**src/hdl/bpa_pkg.sv**
```systemverilog
// shared widths, command codes and status codes of the buddy page allocator
package bpa_pkg;

    localparam int CMD_W    = 1;
    localparam int COUNT_W  = 11;
    localparam int PAGE_W   = 10;
    localparam int STATUS_W = 2;
    localparam int USED_W   = 11;

    localparam logic [CMD_W-1:0] CMD_ALLOC = 1'b0;
    localparam logic [CMD_W-1:0] CMD_FREE  = 1'b1;

    localparam logic [STATUS_W-1:0] ST_OK        = 2'd0;
    localparam logic [STATUS_W-1:0] ST_NO_FREE   = 2'd1;
    localparam logic [STATUS_W-1:0] ST_BAD_SIZE  = 2'd2;
    localparam logic [STATUS_W-1:0] ST_NOT_ALLOC = 2'd3;

endpackage

```
**src/hdl/bpa_size_dec.sv**
```systemverilog
// page count check and round-up to a power-of-two block order
module bpa_size_dec #(
    parameter int LEAVES = 1024
) (
    input  logic [bpa_pkg::COUNT_W-1:0]       page_count,
    output logic [$clog2($clog2(LEAVES)+1)-1:0] order,
    output logic                              bad
);

    localparam int LVL  = $clog2(LEAVES);
    localparam int KW   = $clog2(LVL + 1);
    localparam int CMPW = (LVL + 1 > bpa_pkg::COUNT_W) ? LVL + 1 : bpa_pkg::COUNT_W;

    logic [bpa_pkg::COUNT_W-1:0] cnt_m1;
    logic [3:0]                  nbits;
    logic [CMPW-1:0]             cnt_ext;

    always_comb
    begin
        cnt_m1 = page_count - bpa_pkg::COUNT_W'(1);
        nbits  = 4'd0;
        // bit length of count-1 is the ceiling log2 of count
        for (int i = 0; i < bpa_pkg::COUNT_W; i++)
        begin
            if (cnt_m1[i])
            begin
                nbits = 4'(i + 1);
            end
        end
        cnt_ext = CMPW'(page_count);
        bad     = (page_count == '0) || (cnt_ext > CMPW'(LEAVES));
        order   = KW'(nbits);
    end

endmodule

```
**config.mk**
```make
export PLATFORM = sky130hd
export DESIGN_NAME = bpa_size_dec
export DESIGN_NICKNAME = d
export VERILOG_FILES = /design/src/hdl/bpa_pkg.sv /design/src/hdl/bpa_size_dec.sv
export SDC_FILE = /design/constraint.sdc
export NUM_CORES = 1
export LEC_CHECK = 0
export ABC_AREA = 0
export ABC_CLOCK_PERIOD_IN_PS = 3100
export BUFFER_PORTS_ARGS = -buffer_cell sky130_fd_sc_hd__buf_4
export CORE_AREA = 4 4 42 44
export DETAILED_ROUTE_END_ITERATION = 7
export DIE_AREA = 0 0 46 48
export PLACE_DENSITY = 0.64
export SETUP_SLACK_MARGIN = 0.02
export SLEW_MARGIN = 20
export SYNTH_ARGS = -nofsm -noshare
export SYNTH_HDL_FRONTEND = slang
export SYNTH_SLANG_ARGS = --single-unit
```
**constraint.sdc**
```tcl
create_clock -name vclk -period 3.1
set_input_delay 0.155 -clock vclk [all_inputs]
set_output_delay 0.155 -clock vclk [all_outputs]
set_load 0.01 [all_outputs]
```
# == Yosys cells after proc, flatten, opt, wreduce, memory -nomap -nowiden ==
# Index checks and enable logic that the tools add are counted.
# classes
magnitude_cmp,1
mux,11
n_addsub,1
reduce_logical,2
# ops
operator,n
4-bit two-way mux,10
11-bit greater-than comparator (second input constant),1
11-bit logical NOT,1
11-bit by 1-bit subtractor with 11-bit output (second input constant),1
1-bit logical OR,1
1-bit two-way mux,1
# word_totals
elab_cells,15
reg_bits,0

# == Logic depth before layout (Yosys ltp) ==
# Gate-level depths: netlist (run 1).
# depth
ltp_word,12
mapped_depth,9
mapped_depth_nobuf,7

# == Worst setup path before layout (run 1) ==
# OpenSTA, ideal clock, no wires.
# synth_timing
path_type,input to output
start,input port page_count[0] (netlist bit)
end,output port order[1]
path_slack_ns,1.208
path_buffers,2
arrival_ns,1.737
required_time_ns,2.945
path_stages,9
cell_sequence,clkbuf_1 > inv_1 > ha_1 > buf_4 > o21ba_2 > a221oi_1 > a211o_1 > o311a_1 > o21ai_1
# synth_between
elab_chain_len,11
# synth_lines
element,line,source
"start, declared",bpa_size_dec.sv:5,"input logic [bpa_pkg::COUNT_W-1:0] page_count,"
11-bit by 1-bit subtractor with 11-bit output *,bpa_size_dec.sv:20,cnt_m1 = page_count - bpa_pkg::COUNT_W'(1);
4-bit two-way mux (9 in series),bpa_size_dec.sv:25,if (cnt_m1[i])
4-bit two-way mux *,bpa_size_dec.sv:25,
"end, declared",bpa_size_dec.sv:6,"output logic [$clog2($clog2(LEAVES)+1)-1:0] order,"
# Mark *: on every way between the ends. The rest lies on a longest branch, timed or not.

# == Final worst setup path (run 1) ==
# layout_timing
start,input port page_count[0] (netlist bit)
end,output port order[0]
# layout_between
elab_chain_len,12
# layout_lines
element,line
11-bit by 1-bit subtractor with 11-bit output *,bpa_size_dec.sv:20
1-bit two-way mux,bpa_size_dec.sv:25
4-bit two-way mux (9 in series),bpa_size_dec.sv:25
4-bit two-way mux *,bpa_size_dec.sv:25
# Marks and branches as above.

==> impl_results.md, run 1 <==
- Number of buffers inserted by post-CTS setup repair: 0
- Post-synthesis to final-layout area growth: 17.93%
- YS warnings: 0
- Commonest non-fill, non-tap cell in the layout: sky130_fd_sc_hd__buf_4
- Hold violation total from the final report: 0
- Setup WS post-layout: 0.9152 ns
- Number of nets in the layout: between 100 and 150
- Count of TritonRoute iterations in the first routing pass: 4
- Initial core utilization: 0.3789
- Share of cells above drive strength 1: 0.3333
- Setup repair after global routing missed its margin: no
- Highest fanout seen on the critical path: 11
- Cts repair resizes: 0
- Worst setup EP type: output port
- Critical path type: in2out
- Startpoint types: primary input
- Horizontal die dimension: 46 µm
- Worst voltage drop across the vdd grid: between 40 and 50 µV
- Count of flip-flops and latches: 0
- Setup-failing EPs final: 0
- CLK BUF: 0
- Reported max-cap violation count: 0
- CP peak stage delay: 0.46 ns
- Top achievable clock speed: 457.7 MHz
- Initial antenna violation count: 0
- Time the final worst path needs with I/O delays and setup: 2.185 ns
- Count of hold-fix buffers inserted at cts: 0
- Largest net degree at the start of global routing: 12
- Detail Route Antenna Nets: 0
- Worst max-slew margin expressed relative to the limit: 0.6835
- Fraction of the core area covered by cells at the end of the flow: 0.4469
- Overall routing resource usage: 0.1332
- Most used cell along the critical path: sky130_fd_sc_hd__buf_4
- Weighted congestion at the end of routability-driven global placement: 0.7604
- Die footprint: roughly 2200 µm²
- Global-route wire length before repair: around 2300 µm
- Portion of the clock cycle consumed by the worst path in the final layout: 0.7048
- Library cells used by synthesis: 42
- Synth Instances: between 70 and 80
- Die height: 48 µm
- Number of rows created at floorplan: 14
- Count of routing violations after the opening detailed-route iteration: 6
- Fin. max-slew vios: 0
- Pwr per Cell Area: between 100 and 150 nW/µm²
- Total placed cells including tap cells: 103
- Syn nets: 90
- Slew @ Worst Pin: 0.4711 ns
- Worst EP arrival: 2.03 ns
- Via density per instance: 5.835
- Count of boundary I/O pins: 16
- Non-filler cells in the finished layout: about 100
- Number of fill cells in the layout: ~160
- Post-DP HPWL: 1110 µm
- P_leak: approximately 0.24 nW
- Vias in the first global route: ~540
- Antenna cell count: 0
- Mean cell area of the mapped netlist: 7.068 µm²
- IO buf count: 16
- Routed len/inst: between 10 and 15 µm
- Via total after detailed routing: 601
- Reg area: 0 µm²
- Leftover overflow at the end of global routing: 0
- Cells along the critical path: buf_4 > inv_1 > ha_1 > or3b_4 > nor4b_4 > nor3b_1 > o31ai_2 > o31ai_1 > buf_4
- Number of DRC violations after detailed routing: 0
- Outcome: finished clean
- Sequential fraction of the synthesis area: 0
- Worst-path cell with the longest stage delay: sky130_fd_sc_hd__or3b_4
- Commonest non-fill, non-tap cells in the layout: 16 x sky130_fd_sc_hd__buf_4, 11 x sky130_fd_sc_hd__nor2_1, 6 x sky130_fd_sc_hd__o21ai_0
- Setup slack at placement: between 0.9 and 1 ns
- Final Instance Area: 641.9 µm²
- Netlist area before placement: 544.3 µm²
- Path category of the worst min-delay check: in2out
- Placeable core region: 1436 µm²
- Post-Place Cell Area: roughly 640 µm²
- Routed wire length: 1402 µm
- CP Data Required Time: 2.94 ns
- Post-route setup TNS: 0 ns
cells by family after synthesis:
group / count (synthesis) / share of synthesized area
multiplexers: 1 / 0.02069
buffers and inverters: 10 / 0.1057
AO/OA/AOI/OAI: 30 / 0.4046
AND/OR/NAND/NOR: 32 / 0.3908
adder cells (fa/ha/maj): 2 / 0.04597
XOR/XNOR: 2 / 0.03219
cell type report:
| type | count | area, µm² | area share |
|---|---|---|---|
| timing repair buffer | 16 | 120.1 | 0.1871 |
| tap | 16 | 20.02 | 0.03119 |
| multi-input combinational | 67 | 486.7 | 0.7583 |
| inverter | 4 | 15.01 | 0.02339 |
worst paths after layout:
path                       from        to  depth (start not counted)
setup / recovery  page_count[0]  order[0]                          9
hold / removal    page_count[9]  order[0]                          3
per-layer routing:
metal / vias to the layer above / global-route usage / share of wire
met1: 272 / 0.1848 / 0.46
met3: 0 / 0.003759 / 0.034
li1: 321 / - / -
met5: - / 0 / 0
met2: 8 / 0.2418 / 0.50
met4: 0 / 0 / 0
through the flow:
stage	power [mW]	hold WS, ns
after global routing	0.08440	0.6558
after global placement	0.07488	0.6271
after CTS	0.07618	0.6411
final	0.07612	0.6446
after detailed placement	0.07585	0.6418
after floorplan	0.04978	0.3901
cells in the mapped netlist, types with 2 or more instances:
library cell	instances	area, µm²
sky130_fd_sc_hd__buf_6	2	22.52
sky130_fd_sc_hd__clkbuf_1	2	7.510
sky130_fd_sc_hd__a21oi_1	5	25.02
sky130_fd_sc_hd__nor2b_1	3	18.77
sky130_fd_sc_hd__a31oi_1	2	12.51
sky130_fd_sc_hd__ha_1	2	25.02
sky130_fd_sc_hd__inv_1	4	15.01
sky130_fd_sc_hd__o21ai_0	6	30.03
sky130_fd_sc_hd__xor2_1	2	17.52
sky130_fd_sc_hd__o31ai_2	3	37.54
sky130_fd_sc_hd__nand2_1	2	7.510
sky130_fd_sc_hd__nor2_1	11	41.29
sky130_fd_sc_hd__nor3_1	4	20.02
critical path: cells and delay by family:
family          cells  cell delay, ns
simple gates        3            0.83
buf+inv             3            0.36
fa+ha+maj           1            0.37
compound gates      2            0.32
report_power, final:
part / internal, mW / switching [mW] / total (mW)
combinational: 0.0345 / 0.0416 / 0.0761
sequential: 0 / 0 / 0
clock: 0 / 0 / 0
total: 0.0345 / 0.0416 / 0.0761
(Power assumes the default switching activity.)
==> inputs of run 2 (changes only) <==
--- a/config.mk
+++ b/config.mk
@@ -6,12 +6,12 @@
 export NUM_CORES = 1
 export LEC_CHECK = 0
 export ABC_AREA = 0
-export ABC_CLOCK_PERIOD_IN_PS = 3100
+export ABC_CLOCK_PERIOD_IN_PS = 1820
 export BUFFER_PORTS_ARGS = -buffer_cell sky130_fd_sc_hd__buf_4
 export CORE_AREA = 4 4 42 44
 export DETAILED_ROUTE_END_ITERATION = 7
 export DIE_AREA = 0 0 46 48
-export PLACE_DENSITY = 0.64
+export PLACE_DENSITY = 0.66
 export SETUP_SLACK_MARGIN = 0.02
 export SLEW_MARGIN = 20
 export SYNTH_ARGS = -nofsm -noshare
==> constraint.sdc (replaced) <==
create_clock -name vclk -period 1.82
set_input_delay 0.091 -clock vclk [all_inputs]
set_output_delay 0.091 -clock vclk [all_outputs]
set_load 0.01 [all_outputs]
==> impl_results.md, run 2 (synthesis results as in run 1) <==
- Outcome: finished clean
- Setup repair after global routing missed its margin: no
- Initial antenna violation count: 0
- Slew @ Worst Pin: 0.4239 ns
- Most used cell along the critical path: sky130_fd_sc_hd__buf_4
- Via density per instance: 5.935
- Critical path type: in2out
- Fin. max-slew vios: 0
- Post-DP HPWL: approximately 1200 µm
- Number of DRC violations after detailed routing: 0
- P_leak: roughly 0.26 nW
- Number of nets in the layout: between 100 and 150
- Post-Place Cell Area: between 600 and 700 µm²
- Setup slack at placement: roughly 0.06 ns
- Number of buffers inserted by post-CTS setup repair: 0
- Via total after detailed routing: 641
- Worst voltage drop across the vdd grid: 91.56 µV
- Antenna cell count: 0
- Count of boundary I/O pins: 16
- Largest net degree at the start of global routing: 12
- Number of buffer and inverter instances along the worst setup path: 4
- Setup WS post-layout: 0.1449 ns
- Highest fanout seen on the critical path: 3
- Post-route setup TNS: 0 ns
- Commonest non-fill, non-tap cell in the layout: sky130_fd_sc_hd__buf_4
- Hold violation total from the final report: 0
- Placeable core region: 1436 µm²
- Overall routing resource usage: 0.1516
- Portion of the clock cycle consumed by the worst path in the final layout: 0.9204
- CP peak stage delay: 0.40 ns
- Number of rows created at floorplan: 14
- Initial core utilization: 0.3789
- Worst-path cell with the longest stage delay: sky130_fd_sc_hd__or3b_4
- Count of routing violations after the opening detailed-route iteration: 10
- IO buf count: 16
- Horizontal die dimension: roughly 46 µm
- Final Power: 0.1394 mW
- Top achievable clock speed: 597.0 MHz
- Detail Route Antenna Nets: 0
- Die footprint: 2208 µm²
- Global-route wire length before repair: 2608 µm
- CLK BUF: 0
- Count of TritonRoute iterations in the first routing pass: 4
- Worst setup EP type: output port
- Worst max-slew margin expressed relative to the limit: 0.7152
- Crit-path leading delay family: simple AND/OR/NAND/NOR gates
- Path category of the worst min-delay check: in2out
- Reported max-cap violation count: 0
- Vias in the first global route: 620
- Time the final worst path needs with I/O delays and setup: 1.675 ns
- Cells along the critical path: buf_4 > inv_1 > ha_2 > or3b_4 > buf_4 > o21ai_0 > o21ai_0 > nor3_1 > o31ai_1 > buf_4
- Commonest non-fill, non-tap cells in the layout: 21 x sky130_fd_sc_hd__buf_4, 11 x sky130_fd_sc_hd__nor2_1, 6 x sky130_fd_sc_hd__o21ai_0
- Final Instance Area: 686.9 µm²
- Routed len/inst: 14.14 µm
- Fraction of the core area covered by cells at the end of the flow: 0.4782
- Worst EP arrival: 1.58 ns
- Number of fill cells in the layout: 154
- Leftover overflow at the end of global routing: 0
- Setup-failing EPs final: 0
- Pwr per Cell Area: just over 200 nW/µm²
- Weighted congestion at the end of routability-driven global placement: 0.8382
- Count of flip-flops and latches: 0
- Startpoint types: primary input
- Routed wire length: about 1500 µm
- Reg area: 0 µm²
- Share of cells above drive strength 1: 0.4022
- Post-synthesis to final-layout area growth: 26.21%
- Die height: 48 µm
- CP Data Required Time: 1.73 ns
-- run 2: changes by cell type in the layout (fill, tap and decap cells not counted), sizes merged --
| cell | delta |
|---|---|
| buf | +5 |
-- run 2: metal layers --
| layer | vias up | GRT usage | wire, µm |
|---|---|---|---|
| met3 | 0 | 0.007519 | 72 |
| met1 | 300 | 0.2043 | 712 |
| met2 | 13 | 0.2720 | 742 |
| li1 | 328 | - | - |
| met4 | 0 | 0.01705 | 0 |
| met5 | - | 0 | 0 |
-- run 2: tightest hold or removal path, stage by stage --
cell,delay (ns)
sky130_fd_sc_hd__buf_4,0.12
sky130_fd_sc_hd__xor2_1,0.06
sky130_fd_sc_hd__buf_4,0.14
-- run 2: stage by stage --
step,std cells,hold WS [ns]
final,108,0.5006
after global routing,108,0.5203
after CTS,108,0.5001
after detailed placement,108,0.5009
after global placement,108,0.4938
after floorplan,77,0.2621
-- run 2: layout make-up --
cell class	instances	area, µm²	share of cell area
Inverter	4	15.01	0.02186
Multi-Input combinational cell	67	494.2	0.7195
Tap cell	16	20.02	0.02914
Timing Repair Buffer	21	157.7	0.2295
-- run 2: repair_timing --
action                     in CTS  in global routing
setup endpoints to repair       0                  1
hold buffers                    0                  0
gates resized for setup         0                  3
-- run 2: path summary, 6_finish.rpt --
path	endpoint	slack [ns]	from	cells past startpoint
hold / removal	bad	0.50	page_count[10]	3
setup / recovery	order[0]	0.14	page_count[1]	10
-- run 2: power by group --
group	leakage, nW	switching (mW)	internal, mW
registers	0	0	0
logic	0.262	0.0741	0.0653
clock network	0	0	0
==> inputs of run 3 (changes only) <==
--- a/config.mk
+++ b/config.mk
@@ -8,10 +8,10 @@
 export ABC_AREA = 0
 export ABC_CLOCK_PERIOD_IN_PS = 1820
 export BUFFER_PORTS_ARGS = -buffer_cell sky130_fd_sc_hd__buf_4
-export CORE_AREA = 4 4 42 44
+export CORE_AREA = 4 4 41 43
 export DETAILED_ROUTE_END_ITERATION = 7
-export DIE_AREA = 0 0 46 48
-export PLACE_DENSITY = 0.66
+export DIE_AREA = 0 0 45 47
+export PLACE_DENSITY = 0.69
 export SETUP_SLACK_MARGIN = 0.02
 export SLEW_MARGIN = 20
 export SYNTH_ARGS = -nofsm -noshare
==> impl_results.md, run 3 (synthesis results as in run 1) <==
- Pwr per Cell Area: 204.6 nW/µm²
- Commonest non-fill, non-tap cell in the layout: sky130_fd_sc_hd__buf_4
- Count of hold-fix buffers inserted at cts: 0
- Reg area: 0 µm²
- Leftover overflow at the end of global routing: 0
- Post-route setup TNS: 0 ns
- Multi-input gate area: around 500 µm²
- Count of TritonRoute iterations in the first routing pass: 4
- Detail Route Antenna Nets: 0
- Placeable core region: 1301 µm²
- Highest metal used: met3
- Overall routing resource usage: 0.1393
- Outcome: finished clean
- Length of routed wiring on met1: 739 µm
- P_leak: 0.2643 nW
- Worst setup EP type: output port
- Met2 WL: 661 µm
- Initial core utilization: 0.4183
- IO buf count: 16
- Weighted congestion at the end of routability-driven global placement: 0.7884
- Commonest non-fill, non-tap cells in the layout: 21 x sky130_fd_sc_hd__buf_4, 11 x sky130_fd_sc_hd__nor2_1, 6 x sky130_fd_sc_hd__o21ai_0
- Global-route wire length before repair: between 2000 and 2500 µm
- Top achievable clock speed: around 570 MHz
- Share of cells above drive strength 1: 0.4022
- Die footprint: 2115 µm²
- Via density per instance: between 5 and 6
- Routed wire length: between 1000 and 1500 µm
- Number of fill cells in the layout: 140
- Die height: 47 µm
- Fin. max-slew vios: 0
- Hold violation total from the final report: 0
- Portion of the clock cycle consumed by the worst path in the final layout: 0.9593
- Number of rows created at floorplan: 13
- Largest net degree at the start of global routing: 12
- Reported max-cap violation count: 0
- Startpoint types: primary input
- Post-DP HPWL: 1111 µm
- Path category of the worst min-delay check: in2out
- Initial antenna violation count: 0
- Count of flip-flops and latches: 0
- Time the final worst path needs with I/O delays and setup: 1.746 ns
- Antenna cell count: 0
- CP Data Required Time: 1.73 ns
- Horizontal die dimension: 45 µm
- Routed len/inst: approximately 14 µm
- Worst max-slew margin expressed relative to the limit: 0.7009
- Fraction of the core area covered by cells at the end of the flow: 0.5346
- Routed wl met3: around 87 µm
- Vias in the first global route: 530
- Count of routing violations after the opening detailed-route iteration: 15
- CLK BUF: 0
- Highest fanout seen on the critical path: 3
- Slew @ Worst Pin: 0.4452 ns
- Critical path type: in2out
- Number of DRC violations after detailed routing: 0
- Setup-failing EPs final: 0
- Count of boundary I/O pins: 16
- Post-synthesis to final-layout area growth: 27.82%
- Worst voltage drop across the vdd grid: 94.76 µV
- Worst EP arrival: 1.65 ns
- Via total after detailed routing: roughly 640
- Number of nets in the layout: about 110
[run 3: cell counts in the layout (fill, tap and decap cells not counted)]
Identical to the previous run, type by type.
[run 3: metal layers]
| layer | up-vias | global-route usage |
|---|---|---|
| li1 | 328 | - |
| met4 | 0 | 0 |
| met1 | 293 | 0.2022 |
| met3 | 0 | 0 |
| met5 | - | 0 |
| met2 | 17 | 0.2458 |
[run 3: worst max-delay path, stage by stage]
cell and delay [ns]:
sky130_fd_sc_hd__buf_4 0.11, sky130_fd_sc_hd__inv_1 0.09, sky130_fd_sc_hd__ha_4 0.14, sky130_fd_sc_hd__or3b_4 0.39, sky130_fd_sc_hd__nor4b_4 0.28, sky130_fd_sc_hd__nor3b_2 0.10
sky130_fd_sc_hd__o31ai_2 0.21, sky130_fd_sc_hd__o31ai_1 0.10, sky130_fd_sc_hd__buf_4 0.15
[run 3: worst paths after layout]
check,start,to,slack [ns],cells past startpoint
worst max-delay path,page_count[1],order[0],0.07,9
worst min-delay path,page_count[10],bad,0.51,3
[run 3: metrics by stage]
| step | std cells | worst slack [ns] | power (mW) | cell area [µm²] | hold WS, ns |
|---|---|---|---|---|---|
| global route | 107 | -0.01355 | 0.1561 | 695.7 | 0.5191 |
| floorplan | 77 | 0.05574 | 0.08479 | 544.3 | 0.2621 |
| finish | 107 | 0.07406 | 0.1423 | 695.7 | 0.5075 |
| global placement | 106 | 0.08557 | 0.1340 | 670.6 | 0.5004 |
| CTS | 107 | 0.02870 | 0.1373 | 678.2 | 0.5046 |
| detailed placement | 106 | 0.01931 | 0.1360 | 670.6 | 0.5047 |
[run 3: where the power goes]
part	switching, mW	total (mW)	internal, mW
sequential	0	0	0
combinational	0.0754	0.142	0.0669
clock	0	0	0
total	0.0754	0.142	0.0669
[run 3: final cells by class]
cell class,instances,share of cell area
repair buffers,21,0.2266
multi-input cells,67,0.7248
well taps,15,0.02698
inverters,4,0.02158
[run 3: what timing repair did]
action,CTS,global route
setup endpoints to repair,1,1
pin swaps,0,4
gates resized for setup,0,4
buffers inserted,1,0
